==> config.mk <==
export PLATFORM = sky130hd
export DESIGN_NAME = spatial_blob_deserializer_flat
export DESIGN_NICKNAME = d
export VERILOG_FILES = /design/src/sv/sbd_pkg.sv /design/src/sv/sbd_req_if.sv /design/src/sv/sbd_rsp_if.sv /design/src/sv/sbd_front.sv /design/src/sv/sbd_queue.sv /design/src/sv/sbd_back.sv /design/src/sv/spatial_blob_deserializer.sv /design/src/flat_wrapper.sv
export SDC_FILE = /design/constraint.sdc
export NUM_CORES = 2
export LEC_CHECK = 0
export BUFFER_PORTS_ARGS = -buffer_cell sky130_fd_sc_hd__buf_2
export CORE_ASPECT_RATIO = 0.5
export CORE_MARGIN = 2
export CORE_UTILIZATION = 39
export CTS_BUF_LIST = sky130_fd_sc_hd__clkbuf_8
export DETAILED_ROUTE_END_ITERATION = 12
export PLACE_DENSITY = 0.58
export SKIP_LAST_GASP = 1
export SLEW_MARGIN = 10
export SYNTH_ARGS = -nofsm -noshare
export SYNTH_HDL_FRONTEND = slang
export SYNTH_SLANG_ARGS = --single-unit
==> constraint.sdc <==
create_clock -name clock -period 18.6 [get_ports clock]
set_clock_uncertainty 0.1 [all_clocks]
set_input_delay 3.72 -clock clock [delete_from_list [all_inputs] [get_ports clock]]
set_output_delay 3.72 -clock clock [all_outputs]
set_load 0.02 [all_outputs]
==> src/sv/sbd_pkg.sv <==
// ---------------------------------------------------------------------------
// sbd_pkg: shared types and constants for the spatial blob deserializer
// Record layout, record bundles, parser phases and status codes.
// ---------------------------------------------------------------------------
package sbd_pkg;

   localparam int unsigned MAX_RECS   = 4;
   localparam int unsigned QUEUE_SIZE = 2;

   localparam logic [31:0] SRID_LOW  = 32'd4210;
   localparam logic [31:0] SRID_HIGH = 32'd4999;
   localparam logic [31:0] SRID_NULL = 32'hFFFF_FFFF;

   localparam int unsigned FLAG_Z = 0;
   localparam int unsigned FLAG_M = 1;
   localparam int unsigned FLAG_P = 3;
   localparam int unsigned FLAG_L = 4;
   localparam int unsigned FLAG_H = 5;

   typedef enum logic [2:0] {
      KIND_HEADER  = 3'd0,
      KIND_POINT   = 3'd1,
      KIND_Z       = 3'd2,
      KIND_M       = 3'd3,
      KIND_FIGURE  = 3'd4,
      KIND_SHAPE   = 3'd5,
      KIND_SEGMENT = 3'd6,
      KIND_END     = 3'd7
   } kind_type;

   typedef enum logic [2:0] {
      ST_OK        = 3'd0,
      ST_NULL_SRID = 3'd1,
      ST_SRID_RANGE = 3'd2,
      ST_BAD_VER   = 3'd3,
      ST_P_AND_L   = 3'd4,
      ST_TRUNCATED = 3'd5,
      ST_RSVD6     = 3'd6,
      ST_RSVD7     = 3'd7
   } status_type;

   typedef enum logic [14:0] {
      PH_SRID  = 15'b000_0000_0000_0001,
      PH_VER   = 15'b000_0000_0000_0010,
      PH_FLAGS = 15'b000_0000_0000_0100,
      PH_NPTS  = 15'b000_0000_0000_1000,
      PH_PTA   = 15'b000_0000_0001_0000,
      PH_PTB   = 15'b000_0000_0010_0000,
      PH_Z     = 15'b000_0000_0100_0000,
      PH_M     = 15'b000_0000_1000_0000,
      PH_NFIG  = 15'b000_0001_0000_0000,
      PH_FIG   = 15'b000_0010_0000_0000,
      PH_NSHP  = 15'b000_0100_0000_0000,
      PH_SHPA  = 15'b000_1000_0000_0000,
      PH_SHPB  = 15'b001_0000_0000_0000,
      PH_NSEG  = 15'b010_0000_0000_0000,
      PH_SEG   = 15'b100_0000_0000_0000
   } phase_type;

   typedef struct packed {
      logic [2:0]  record_kind;
      logic [31:0] item_index;
      logic [63:0] word_a;
      logic [63:0] word_b;
      logic [7:0]  type_code;
      logic [5:0]  property_flags;
      logic [2:0]  status;
   } rec_type;

   // All records caused by one input byte; count is 1..4 when stored
   typedef struct packed {
      logic [2:0]   count;
      rec_type [MAX_RECS-1:0] recs;
   } bundle_type;

   typedef struct packed {
      logic full;
      logic empty;
   } qstat_type;

   function automatic rec_type mk_rec(input kind_type kind, input logic [31:0] idx,
                                      input logic [63:0] a, input logic [63:0] b,
                                      input logic [7:0] tc, input logic [5:0] fl,
                                      input status_type st);
      rec_type r;
      r.record_kind    = kind;
      r.item_index     = idx;
      r.word_a         = a;
      r.word_b         = b;
      r.type_code      = tc;
      r.property_flags = fl;
      r.status         = st;
      return r;
   endfunction

endpackage

==> src/sv/sbd_req_if.sv <==
// ---------------------------------------------------------------------------
// sbd_req_if: blob byte channel
// One blob byte per word, with a marker on the final byte of each blob.
// ---------------------------------------------------------------------------
interface sbd_req_if;
   logic       valid;
   logic       ready;
   logic [7:0] data_byte;
   logic       blob_end;

   modport source (output valid, output data_byte, output blob_end, input ready);
   modport sink   (input valid, input data_byte, input blob_end, output ready);
endinterface

==> src/sv/sbd_rsp_if.sv <==
// ---------------------------------------------------------------------------
// sbd_rsp_if: decoded record channel
// One typed record per word.
// ---------------------------------------------------------------------------
interface sbd_rsp_if;
   logic        valid;
   logic        ready;
   logic [2:0]  record_kind;
   logic [31:0] item_index;
   logic [63:0] word_a;
   logic [63:0] word_b;
   logic [7:0]  type_code;
   logic [5:0]  property_flags;
   logic [2:0]  status;
   logic        last_of_run;

   modport source (output valid, output record_kind, output item_index, output word_a,
                   output word_b, output type_code, output property_flags, output status,
                   output last_of_run, input ready);
   modport sink   (input valid, input record_kind, input item_index, input word_a,
                   input word_b, input type_code, input property_flags, input status,
                   input last_of_run, output ready);
endinterface

==> src/sv/sbd_front.sv <==
// ---------------------------------------------------------------------------
// sbd_front: blob byte parser
// Assembles fields byte by byte, walks the section phases and builds the
// bundle of records that each byte causes.
// ---------------------------------------------------------------------------
module sbd_front
   import sbd_pkg::*;
(
   input  logic        clock,
   input  logic        reset,
   input  logic        geo_mode,
   input  qstat_type   qstat,
   sbd_req_if.sink     req_bus,
   output logic        push_valid,
   output bundle_type  push_data
);

   phase_type   phase_ff, phase_in;
   logic [2:0]  bif_ff, bif_in;
   logic [63:0] fshift_ff, fshift_in;
   logic [63:0] held_ff, held_in;
   logic [31:0] left_ff, left_in;
   logic [31:0] count_ff, count_in;
   logic [31:0] ptotal_ff, ptotal_in;
   logic [5:0]  flags_ff, flags_in;
   logic [7:0]  ver_ff, ver_in;
   logic [39:0] part_ff, part_in;
   logic        skip_ff, skip_in;

   logic        accept;
   logic [7:0]  b;
   logic [2:0]  k;
   logic [3:0]  len;
   logic [31:0] w;
   logic [2:0]  n;
   rec_type [MAX_RECS-1:0] recs;
   logic        go_pts, go_z, go_m, go_shp, done;
   logic [31:0] start_cnt;

   assign req_bus.ready = !qstat.full;
   assign accept        = req_bus.valid && req_bus.ready;
   assign b             = req_bus.data_byte;
   assign k             = bif_ff;

   always_comb begin
      unique case (phase_ff)
         PH_PTA, PH_PTB, PH_Z, PH_M:    len = 4'd8;
         PH_FIG, PH_SHPB:               len = 4'd5;
         PH_VER, PH_FLAGS, PH_SEG:      len = 4'd1;
         default:                       len = 4'd4;
      endcase
   end

   always_comb begin
      phase_in  = phase_ff;
      bif_in    = bif_ff;
      fshift_in = fshift_ff;
      held_in   = held_ff;
      left_in   = left_ff;
      count_in  = count_ff;
      ptotal_in = ptotal_ff;
      flags_in  = flags_ff;
      ver_in    = ver_ff;
      part_in   = part_ff;
      skip_in   = skip_ff;
      n         = 3'd0;
      recs      = '0;
      w         = '0;
      go_pts    = 1'b0;
      go_z      = 1'b0;
      go_m      = 1'b0;
      go_shp    = 1'b0;
      done      = (left_ff == 32'd1);
      start_cnt = '0;

      if (!skip_ff) begin
         if (phase_ff == PH_FIG || phase_ff == PH_SHPB) begin
            if (k == 3'd0) part_in = {32'd0, b};
            else part_in = part_ff | ({32'd0, b} << {k, 3'b000});
         end else if (len > 4'd1) begin
            if (k == 3'd0) fshift_in = {56'd0, b};
            else fshift_in = fshift_ff | ({56'd0, b} << {k, 3'b000});
         end

         if ({1'b0, k} + 4'd1 < len) begin
            bif_in = k + 3'd1;
         end else begin
            bif_in = 3'd0;
            w      = fshift_in[31:0];
            unique case (phase_ff)
               PH_SRID: begin
                  if (geo_mode && w == SRID_NULL) begin
                     recs[n[1:0]] = mk_rec(KIND_END, '0, {32'd0, w}, '0, ver_in, flags_in,
                                           ST_NULL_SRID);
                     n = n + 3'd1;
                     skip_in = 1'b1;
                  end else if (geo_mode && (w < SRID_LOW || w > SRID_HIGH)) begin
                     recs[n[1:0]] = mk_rec(KIND_END, '0, {32'd0, w}, '0, ver_in, flags_in,
                                           ST_SRID_RANGE);
                     n = n + 3'd1;
                     skip_in = 1'b1;
                  end else begin
                     phase_in = PH_VER;
                  end
               end
               PH_VER: begin
                  ver_in = b;
                  if (b > 8'd2) begin
                     recs[n[1:0]] = mk_rec(KIND_END, '0, '0, '0, ver_in, flags_in, ST_BAD_VER);
                     n = n + 3'd1;
                     skip_in = 1'b1;
                  end else begin
                     phase_in = PH_FLAGS;
                  end
               end
               PH_FLAGS: begin
                  flags_in = {(ver_ff == 8'd2) ? b[FLAG_H] : 1'b0, b[4:0]};
                  recs[n[1:0]] = mk_rec(KIND_HEADER, '0, {32'd0, w}, '0, ver_ff, flags_in,
                                        ST_OK);
                  n = n + 3'd1;
                  if (flags_in[FLAG_P] && flags_in[FLAG_L]) begin
                     recs[n[1:0]] = mk_rec(KIND_END, '0, '0, '0, ver_in, flags_in,
                                           ST_P_AND_L);
                     n = n + 3'd1;
                     skip_in = 1'b1;
                  end else if (flags_in[FLAG_P]) begin
                     ptotal_in = 32'd1;
                     phase_in  = PH_PTA;
                     left_in   = 32'd1;
                     count_in  = '0;
                  end else if (flags_in[FLAG_L]) begin
                     ptotal_in = 32'd2;
                     phase_in  = PH_PTA;
                     left_in   = 32'd2;
                     count_in  = '0;
                  end else begin
                     phase_in = PH_NPTS;
                  end
               end
               PH_NPTS: begin
                  ptotal_in = w;
                  if (w == 32'd0) begin
                     go_pts = 1'b1;
                  end else begin
                     phase_in = PH_PTA;
                     left_in  = w;
                     count_in = '0;
                  end
               end
               PH_PTA: begin
                  held_in  = fshift_in;
                  phase_in = PH_PTB;
               end
               PH_PTB: begin
                  // geography streams carry latitude first
                  if (geo_mode) recs[n[1:0]] = mk_rec(KIND_POINT, count_ff, fshift_in,
                                                      held_ff, '0, '0, ST_OK);
                  else recs[n[1:0]] = mk_rec(KIND_POINT, count_ff, held_ff, fshift_in,
                                             '0, '0, ST_OK);
                  n = n + 3'd1;
                  count_in = count_ff + 32'd1;
                  left_in  = left_ff - 32'd1;
                  if (done) go_pts = 1'b1;
                  else phase_in = PH_PTA;
               end
               PH_Z: begin
                  recs[n[1:0]] = mk_rec(KIND_Z, count_ff, fshift_in, '0, '0, '0, ST_OK);
                  n = n + 3'd1;
                  count_in = count_ff + 32'd1;
                  left_in  = left_ff - 32'd1;
                  go_z     = done;
               end
               PH_M: begin
                  recs[n[1:0]] = mk_rec(KIND_M, count_ff, fshift_in, '0, '0, '0, ST_OK);
                  n = n + 3'd1;
                  count_in = count_ff + 32'd1;
                  left_in  = left_ff - 32'd1;
                  go_m     = done;
               end
               PH_NFIG: begin
                  if (w == 32'd0) begin
                     phase_in = PH_NSHP;
                  end else begin
                     phase_in = PH_FIG;
                     left_in  = w;
                     count_in = '0;
                  end
               end
               PH_FIG: begin
                  recs[n[1:0]] = mk_rec(KIND_FIGURE, count_ff, {32'd0, part_in[39:8]}, '0,
                                        part_in[7:0], '0, ST_OK);
                  n = n + 3'd1;
                  count_in = count_ff + 32'd1;
                  left_in  = left_ff - 32'd1;
                  if (done) phase_in = PH_NSHP;
               end
               PH_NSHP: begin
                  if (w == 32'd0) begin
                     go_shp = 1'b1;
                  end else begin
                     phase_in = PH_SHPA;
                     left_in  = w;
                     count_in = '0;
                  end
               end
               PH_SHPA: begin
                  held_in  = {32'd0, w};
                  phase_in = PH_SHPB;
               end
               PH_SHPB: begin
                  recs[n[1:0]] = mk_rec(KIND_SHAPE, count_ff, {32'd0, held_ff[31:0]},
                                        {32'd0, part_in[31:0]}, part_in[39:32], '0, ST_OK);
                  n = n + 3'd1;
                  count_in = count_ff + 32'd1;
                  left_in  = left_ff - 32'd1;
                  if (done) go_shp = 1'b1;
                  else phase_in = PH_SHPA;
               end
               PH_NSEG: begin
                  if (w == 32'd0) begin
                     recs[n[1:0]] = mk_rec(KIND_END, '0, '0, '0, ver_in, flags_in, ST_OK);
                     n = n + 3'd1;
                     skip_in = 1'b1;
                  end else begin
                     phase_in = PH_SEG;
                     left_in  = w;
                     count_in = '0;
                  end
               end
               PH_SEG: begin
                  recs[n[1:0]] = mk_rec(KIND_SEGMENT, count_ff, '0, '0, b, '0, ST_OK);
                  n = n + 3'd1;
                  count_in = count_ff + 32'd1;
                  left_in  = left_ff - 32'd1;
                  if (done) begin
                     recs[n[1:0]] = mk_rec(KIND_END, '0, '0, '0, ver_in, flags_in, ST_OK);
                     n = n + 3'd1;
                     skip_in = 1'b1;
                  end
               end
               default: begin
                  phase_in = PH_SRID;
               end
            endcase

            // section fall-through: empty or synthesized sections chain on
            start_cnt = ptotal_in;
            if (go_pts) begin
               if (flags_in[FLAG_Z] && start_cnt != 32'd0) begin
                  phase_in = PH_Z;
                  left_in  = start_cnt;
                  count_in = '0;
               end else begin
                  go_z = 1'b1;
               end
            end
            if (go_z) begin
               if (flags_in[FLAG_M] && start_cnt != 32'd0) begin
                  phase_in = PH_M;
                  left_in  = start_cnt;
                  count_in = '0;
               end else begin
                  go_m = 1'b1;
               end
            end
            if (go_m) begin
               if (flags_in[FLAG_P] || flags_in[FLAG_L]) begin
                  recs[n[1:0]] = mk_rec(KIND_FIGURE, '0, '0, '0, 8'd1, '0, ST_OK);
                  n = n + 3'd1;
                  recs[n[1:0]] = mk_rec(KIND_SHAPE, '0, {32'd0, SRID_NULL}, '0,
                                        flags_in[FLAG_P] ? 8'd1 : 8'd2, '0, ST_OK);
                  n = n + 3'd1;
                  go_shp = 1'b1;
               end else begin
                  phase_in = PH_NFIG;
               end
            end
            if (go_shp) begin
               if (ver_in == 8'd2) begin
                  phase_in = PH_NSEG;
               end else begin
                  recs[n[1:0]] = mk_rec(KIND_END, '0, '0, '0, ver_in, flags_in, ST_OK);
                  n = n + 3'd1;
                  skip_in = 1'b1;
               end
            end
         end
      end

      if (req_bus.blob_end) begin
         if (!skip_in) begin
            recs[n[1:0]] = mk_rec(KIND_END, '0, '0, '0, ver_in, flags_in, ST_TRUNCATED);
            n = n + 3'd1;
         end
         // restart at the SRID of the next blob
         phase_in  = PH_SRID;
         bif_in    = '0;
         fshift_in = '0;
         held_in   = '0;
         left_in   = '0;
         count_in  = '0;
         ptotal_in = '0;
         flags_in  = '0;
         ver_in    = '0;
         part_in   = '0;
         skip_in   = 1'b0;
      end
   end

   assign push_valid      = accept && (n != 3'd0);
   assign push_data.count = n;
   assign push_data.recs  = recs;

   always_ff @(posedge clock) begin
      if (reset) begin
         phase_ff  <= PH_SRID;
         bif_ff    <= '0;
         fshift_ff <= '0;
         held_ff   <= '0;
         left_ff   <= '0;
         count_ff  <= '0;
         ptotal_ff <= '0;
         flags_ff  <= '0;
         ver_ff    <= '0;
         part_ff   <= '0;
         skip_ff   <= 1'b0;
      end else if (accept) begin
         phase_ff  <= phase_in;
         bif_ff    <= bif_in;
         fshift_ff <= fshift_in;
         held_ff   <= held_in;
         left_ff   <= left_in;
         count_ff  <= count_in;
         ptotal_ff <= ptotal_in;
         flags_ff  <= flags_in;
         ver_ff    <= ver_in;
         part_ff   <= part_in;
         skip_ff   <= skip_in;
      end
   end

endmodule

==> src/sv/sbd_queue.sv <==
// ---------------------------------------------------------------------------
// sbd_queue: record bundle queue
// Two-entry queue of bundles between the parser and the record sender.
// ---------------------------------------------------------------------------
module sbd_queue
   import sbd_pkg::*;
(
   input  logic        clock,
   input  logic        reset,
   input  logic        push_valid,
   input  bundle_type  push_data,
   input  logic        pop,
   output bundle_type  head,
   output qstat_type   qstat
);

   localparam int unsigned PW = $clog2(QUEUE_SIZE);

   bundle_type          mem_ff [QUEUE_SIZE];
   logic [PW-1:0]       wr_ff, wr_in;
   logic [PW-1:0]       rd_ff, rd_in;
   logic [PW:0]         level_ff, level_in;
   logic                do_push, do_pop;

   assign qstat.full  = (level_ff == (PW+1)'(QUEUE_SIZE));
   assign qstat.empty = (level_ff == '0);
   assign do_push     = push_valid && !qstat.full;
   assign do_pop      = pop && !qstat.empty;
   assign head        = mem_ff[rd_ff];

   always_comb begin
      wr_in    = do_push ? wr_ff + PW'(1) : wr_ff;
      rd_in    = do_pop ? rd_ff + PW'(1) : rd_ff;
      level_in = level_ff + (PW+1)'(do_push) - (PW+1)'(do_pop);
   end

   always_ff @(posedge clock) begin
      if (do_push) begin
         mem_ff[wr_ff] <= push_data;
      end
   end

   always_ff @(posedge clock) begin
      if (reset) begin
         wr_ff    <= '0;
         rd_ff    <= '0;
         level_ff <= '0;
      end else begin
         wr_ff    <= wr_in;
         rd_ff    <= rd_in;
         level_ff <= level_in;
      end
   end

endmodule

==> src/sv/sbd_back.sv <==
// ---------------------------------------------------------------------------
// sbd_back: record sender
// Sends the records of the head bundle one per word and releases the bundle
// after its last record.
// ---------------------------------------------------------------------------
module sbd_back
   import sbd_pkg::*;
(
   input  logic        clock,
   input  logic        reset,
   input  bundle_type  head,
   input  qstat_type   qstat,
   output logic        pop,
   sbd_rsp_if.source   rsp_bus
);

   logic [1:0] sel_ff, sel_in;
   logic       last;
   logic       fire;
   rec_type    rec;

   assign rec  = head.recs[sel_ff];
   assign last = ({1'b0, sel_ff} + 3'd1) == head.count;
   assign fire = rsp_bus.valid && rsp_bus.ready;
   assign pop  = fire && last;

   assign rsp_bus.valid          = !qstat.empty;
   assign rsp_bus.record_kind    = rec.record_kind;
   assign rsp_bus.item_index     = rec.item_index;
   assign rsp_bus.word_a         = rec.word_a;
   assign rsp_bus.word_b         = rec.word_b;
   assign rsp_bus.type_code      = rec.type_code;
   assign rsp_bus.property_flags = rec.property_flags;
   assign rsp_bus.status         = rec.status;
   assign rsp_bus.last_of_run    = last;

   always_comb begin
      sel_in = sel_ff;
      if (fire) begin
         sel_in = last ? 2'd0 : sel_ff + 2'd1;
      end
   end

   always_ff @(posedge clock) begin
      if (reset) begin
         sel_ff <= '0;
      end else begin
         sel_ff <= sel_in;
      end
   end

endmodule

==> src/sv/spatial_blob_deserializer.sv <==
// ---------------------------------------------------------------------------
// spatial_blob_deserializer: streaming spatial blob parser
// Turns a little-endian spatial blob, one byte per word, into typed records.
// ---------------------------------------------------------------------------
// req_bus carries blob bytes (data_byte, blob_end on the final byte); rsp_bus
// carries records (header, point, z, m, figure, shape, segment, end status),
// last_of_run marking the final record caused by one byte. csr_wr_en and
// csr_wr_data write geography_mode; write it only while the block is idle.
// The parser accepts one byte every cycle as long as the two-entry bundle queue
// has room. A byte that causes records writes them as one bundle into the
// queue, and the sender presents the records of the head bundle on rsp_bus,
// delivering one record per cycle while rsp_bus.ready is high; a byte causes
// 0 to 4 records. Sustained rate: one byte per cycle while each byte causes at
// most one record and the receiver is ready. When the receiver stalls, records
// stay on rsp_bus and the queue takes one more bundle behind the waiting one
// before req_bus.ready drops.
// Reset (synchronous) clears the parser to the SRID field of a new blob,
// empties the queue and clears geography_mode.
// ---------------------------------------------------------------------------
module spatial_blob_deserializer
   import sbd_pkg::*;
(
   input  logic       clock,
   input  logic       reset,
   input  logic       csr_wr_en,
   input  logic       csr_wr_data,
   sbd_req_if.sink    req_bus,
   sbd_rsp_if.source  rsp_bus
);

   logic        geo_ff, geo_in;
   logic        push_valid;
   bundle_type  push_data;
   bundle_type  head;
   qstat_type   qstat;
   logic        pop;

   assign geo_in = csr_wr_en ? csr_wr_data : geo_ff;

   always_ff @(posedge clock) begin
      if (reset) begin
         geo_ff <= 1'b0;
      end else begin
         geo_ff <= geo_in;
      end
   end

   sbd_front u_front (
      .clock      (clock),
      .reset      (reset),
      .geo_mode   (geo_ff),
      .qstat      (qstat),
      .req_bus    (req_bus),
      .push_valid (push_valid),
      .push_data  (push_data)
   );

   sbd_queue u_queue (
      .clock      (clock),
      .reset      (reset),
      .push_valid (push_valid),
      .push_data  (push_data),
      .pop        (pop),
      .head       (head),
      .qstat      (qstat)
   );

   sbd_back u_back (
      .clock   (clock),
      .reset   (reset),
      .head    (head),
      .qstat   (qstat),
      .pop     (pop),
      .rsp_bus (rsp_bus)
   );

   // a nonzero status only ever rides on an end record
   a_status_on_end: assert property (@(posedge clock) disable iff (reset)
      rsp_bus.valid && rsp_bus.record_kind != KIND_END |-> rsp_bus.status == ST_OK)
      else $error("nonzero status on a non-status record");

   // property flags appear only on header and status records
   a_flags_scope: assert property (@(posedge clock) disable iff (reset)
      rsp_bus.valid && rsp_bus.record_kind != KIND_END && rsp_bus.record_kind != KIND_HEADER
      |-> rsp_bus.property_flags == 6'd0)
      else $error("property flags on a data record");

   // a stored bundle always holds one to four records
   a_bundle_count: assert property (@(posedge clock) disable iff (reset)
      !qstat.empty |-> head.count != 3'd0 && head.count <= 3'd4)
      else $error("bad bundle record count");

   // the parser never pushes into a full queue
   a_no_overflow: assert property (@(posedge clock) disable iff (reset)
      push_valid |-> !qstat.full)
      else $error("bundle pushed into full queue");

endmodule

==> src/flat_wrapper.sv <==
// flat-port wrapper written by rule: the top's interface ports become plain ports
module spatial_blob_deserializer_flat import sbd_pkg::*;
  (clock, reset, csr_wr_en, csr_wr_data, req_bus_valid, req_bus_data_byte, req_bus_blob_end, req_bus_ready, rsp_bus_valid, rsp_bus_record_kind, rsp_bus_item_index, rsp_bus_word_a, rsp_bus_word_b, rsp_bus_type_code, rsp_bus_property_flags, rsp_bus_status, rsp_bus_last_of_run, rsp_bus_ready);
  sbd_req_if req_bus_i ();
  sbd_rsp_if rsp_bus_i ();
  input  logic clock;
  input  logic reset;
  input  logic csr_wr_en;
  input  logic csr_wr_data;
  input wire logic [$bits(req_bus_i.valid)-1:0] req_bus_valid;
  input wire logic [$bits(req_bus_i.data_byte)-1:0] req_bus_data_byte;
  input wire logic [$bits(req_bus_i.blob_end)-1:0] req_bus_blob_end;
  output wire logic [$bits(req_bus_i.ready)-1:0] req_bus_ready;
  output wire logic [$bits(rsp_bus_i.valid)-1:0] rsp_bus_valid;
  output wire logic [$bits(rsp_bus_i.record_kind)-1:0] rsp_bus_record_kind;
  output wire logic [$bits(rsp_bus_i.item_index)-1:0] rsp_bus_item_index;
  output wire logic [$bits(rsp_bus_i.word_a)-1:0] rsp_bus_word_a;
  output wire logic [$bits(rsp_bus_i.word_b)-1:0] rsp_bus_word_b;
  output wire logic [$bits(rsp_bus_i.type_code)-1:0] rsp_bus_type_code;
  output wire logic [$bits(rsp_bus_i.property_flags)-1:0] rsp_bus_property_flags;
  output wire logic [$bits(rsp_bus_i.status)-1:0] rsp_bus_status;
  output wire logic [$bits(rsp_bus_i.last_of_run)-1:0] rsp_bus_last_of_run;
  input wire logic [$bits(rsp_bus_i.ready)-1:0] rsp_bus_ready;
  assign req_bus_i.valid = req_bus_valid;
  assign req_bus_i.data_byte = req_bus_data_byte;
  assign req_bus_i.blob_end = req_bus_blob_end;
  assign req_bus_ready = req_bus_i.ready;
  assign rsp_bus_valid = rsp_bus_i.valid;
  assign rsp_bus_record_kind = rsp_bus_i.record_kind;
  assign rsp_bus_item_index = rsp_bus_i.item_index;
  assign rsp_bus_word_a = rsp_bus_i.word_a;
  assign rsp_bus_word_b = rsp_bus_i.word_b;
  assign rsp_bus_type_code = rsp_bus_i.type_code;
  assign rsp_bus_property_flags = rsp_bus_i.property_flags;
  assign rsp_bus_status = rsp_bus_i.status;
  assign rsp_bus_last_of_run = rsp_bus_i.last_of_run;
  assign rsp_bus_i.ready = rsp_bus_ready;
  spatial_blob_deserializer u_core (.clock(clock), .reset(reset), .csr_wr_en(csr_wr_en), .csr_wr_data(csr_wr_data), .req_bus(req_bus_i), .rsp_bus(rsp_bus_i));
endmodule
==> run metrics <==
DRT Wirelength 134000 um; CP required 18.92 ns; fin cells 5628; CP Launch Type primary input; PwrDens 84.1 nW/um2; Overall Global Routing Usage 24.9%; Final Hold Fails 0; commonest register cell after synthesis edfxtp_1; worst r2r path cells 22; Fmax 89.4 MHz; Post-DRT Antenna Nets 0; Largest delay share family, worst path buffers and inverters; FFs w/ async S/R, synth 0%; die area 105000 um2; post-CTS setup repair buffer count 0; row count 82; Die Span Y 230 um; largest net degree at the start of global routing 97; Hold Path Origin u_core.u_front.held_ff[56]$_SDFFE_PP0P_; status finished clean; CTS clock-pin slew for the worst setup and hold paths 0.06 ns; Avg Cell Area, Syn 9.66 um2; cells after synthesis 4117; Area Overhead vs Synth 11.5%; Final GP Congestion 0.940; DPL Wire Length 89700 um; I/O Pins 198; Cell variety after synth 100; worst skew pair latency 0.87 ns; max incr delay on CP 0.77 ns; layout cells sized above 1 14.2%; 1st-iter DRT viols 4046; Root Buffer clkbuf_8; end of the worst hold path u_core.u_front.held_ff[56]$_SDFFE_PP0P_; min Tclk post-route 11.19 ns; Cells on Worst Hold Path 2; first-pass GRT wire length 202000 um; Leak 14.7 nW; worst-path cell chain buf_2 -> xor2_1 -> a21o_1 -> nand3_1 -> buf_4 -> nand2_1 -> o21ai_0 -> a211oi_1 -> a31oi_2 -> o21ai_2 -> a21oi_1 -> inv_1 -> ha_1 -> mux2i_1 -> nand2_1 -> inv_1 -> ha_1 -> nand2_1 -> o41ai_4 -> xor2_2 -> a211oi_4 -> nor2_4 -> buf_4 -> buf_4; Relative slew margins 17.8%; placed cell count 5406; Final setup violation count 0; post-synth design cell area 39800 um2; Buf/Inv on CP 6; hold_buf cts 0; period utilization 60.2%; max cap viols 0; Routed WL per cell 23.9 um; H-tree levels 3; Final TNS setup 0 ns; Critical Path End Type flip-flop; # fillers 9672; RSZ-0062 raised after global routing no; Max stage delay cell, worst path buf_4; DRC Markers 0; Worst Tran Pin Value 1.23 ns; flop-to-flop setup slack 8.77 ns; CTS tree built; Vias 33.6k; count of input and output buffers 197; vias per inst 5.98; Max Root-Sink Buffers 3; Slew Viols, Final 0; TritonCTS Buffers 115; clk sinks 787; Post-synth EDFFs 482; starting density of the core 39.5%; VDD IR max 0.0477 mV; core area 101000 um2; total gr overflow 0; Syn Nets 4158; vias in the first global route 32.0k; Synthesis Warnings 0; TritonRoute pass-1 iters 7; CP Class primary input to flip-flop; fin nets 4220; CP max FO 61; Die W 456 um; worst reg2reg path startpoint u_core.u_front.phase_ff[12]$_SDFFE_PP0P_; Reg area 20600 um2; R2R Path End u_core.u_queue.mem_ff[0][109]$_DFFE_PP_; crit path DAT 11.51 ns; Seq cells post-synth 787; register area share after synthesis 51.7%; Multi-input gate area 17900 um2; worst hold path class flip-flop to flip-flop; initial antenna violation count 7; post-CTS sizing 0
[worst register-to-register path, delay by kind of cell (launching register included)]
family          cells  cell delay [ns]
simple gates        6             2.82
flops               1             0.41
fa+ha+maj           2             0.51
compound gates      8             3.14
buf+inv             4             1.80
xor+xnor            1             0.28
mux                 1             0.26
[area by class of cell]
class / count / area share (%)
Antenna cell: 4 / 0.0226
Clock buffer: 138 / 4.28
Clock inverter: 80 / 1.26
Inverter: 32 / 0.271
Multi-Input combinational cell: 2966 / 40.4
Sequential cell: 787 / 46.4
Tap cell: 1344 / 3.79
Timing Repair Buffer: 277 / 3.60
[flip-flops by register name, summed over array words and instances, names as in the netlist, 3 cells and up, named ones only]
signal and cells:
u_core.u_front.phase_ff 15, u_core.u_front.fshift_ff 64, u_core.u_front.left_ff 32, u_core.u_front.part_ff 40, u_core.u_front.count_ff 32, u_core.u_front.flags_ff 6
u_core.u_front.ver_ff 8, u_core.u_front.bif_ff 3, u_core.u_queue.mem_ff 482, u_core.u_front.ptotal_ff 32, u_core.u_front.held_ff 64
[how the worst max path moves through the flow]
stage                         startpoint                                 endpoint  slack (ns)  depth (start not counted)
floorplan           req_bus_data_byte[5]    u_core.u_queue.mem_ff[1][0]$_DFFE_PP_        4.05                         21
global placement    req_bus_data_byte[4]  u_core.u_queue.mem_ff[0][147]$_DFFE_PP_        6.90                         24
detailed placement  req_bus_data_byte[4]  u_core.u_queue.mem_ff[0][147]$_DFFE_PP_        6.74                         21
CTS                 req_bus_data_byte[4]  u_core.u_queue.mem_ff[0][101]$_DFFE_PP_        7.61                         21
global route        req_bus_data_byte[4]  u_core.u_queue.mem_ff[0][109]$_DFFE_PP_        6.93                         24
finish              req_bus_data_byte[4]  u_core.u_queue.mem_ff[0][109]$_DFFE_PP_        7.41                         24
[per-stage QoR]
stage / setup WS (ns) / area [um2] / total power [mW] / hold slack [ns] / utilization, %
after floorplan: 4.05 / 39800 / 2.16 / 0.344 / -
after global placement: 6.90 / 41900 / 2.27 / 0.350 / 41.6
after detailed placement: 6.74 / 41900 / 2.27 / 0.359 / 41.6
after CTS: 7.61 / 44300 / 3.76 / 0.369 / 44.1
after global routing: 6.93 / 44300 / 3.86 / 0.391 / 44.1
final: 7.41 / 44300 / 3.73 / 0.368 / 44.1
[power by group]
group / total (mW) / switching, mW / internal, mW / leakage (nW)
Clock: 1.50 / 0.722 / 0.774 / 1.38
Combinational: 0.340 / 0.250 / 0.0902 / 6.40
Sequential: 1.89 / 0.0128 / 1.88 / 6.90
Total: 3.73 / 0.985 / 2.74 / 14.7
[cells in the final DEF, fill, tap and decap left out, drive strengths merged, types with 84 or more instances in the layout]
| cell | instances |
|---|---|
| nor3 | 91 |
| o21ai | 254 |
| edfxtp | 482 |
| buf | 277 |
| nand2 | 313 |
| nand3 | 84 |
| nor2 | 743 |
| a21oi | 413 |
| a22oi | 185 |
| mux2i | 241 |
| dfxtp | 305 |
| clkbuf | 138 |
[cells by family after synthesis]
family	Yosys count	synth area share, %
simple gates	1511	16.9
buf+inv	364	3.59
fa+ha+maj	26	0.818
flops	787	51.7
mux	318	9.33
compound gates	1094	17.3
xor+xnor	17	0.393
[cells in the mapped netlist (16+ instances only)]
library cell / number / share of area [%]
nand3_1: 83 / 1.0
or2_2: 32 / 0.50
a21o_1: 16 / 0.30
clkbuf_1: 274 / 2.6
nand2_1: 313 / 3.0
ha_1: 26 / 0.82
a21oi_1: 412 / 5.2
nor3_1: 90 / 1.1
o211ai_1: 18 / 0.34
buf_1: 34 / 0.32
nor2_1: 741 / 7.0
inv_1: 31 / 0.29
mux2_2: 38 / 1.1
mux2i_1: 241 / 6.1
o21ai_0: 240 / 3.0
o22ai_1: 30 / 0.47
and2_1: 55 / 0.87
buf_2: 16 / 0.20
a31oi_1: 18 / 0.28
edfxtp_1: 482 / 36
or3_1: 19 / 0.30
and3_1: 23 / 0.36
nor4_1: 39 / 0.61
a22oi_1: 185 / 3.5
a222oi_1: 34 / 0.86
mux4_2: 38 / 2.2
nand2b_1: 25 / 0.39
dfxtp_1: 305 / 15
nor2b_1: 19 / 0.30
[layer usage]
metal | share of wire, % | up-vias | global-route usage (%)
li1 | - | 15287 | -
met4 | 3.0 | 2 | 8.03
met3 | 7.2 | 254 | 4.51
met5 | 0.0097 | - | 0
met2 | 45 | 1445 | 38.9
met1 | 45 | 16658 | 35.1
No activity file was read; power rests on OpenSTA's default activity.
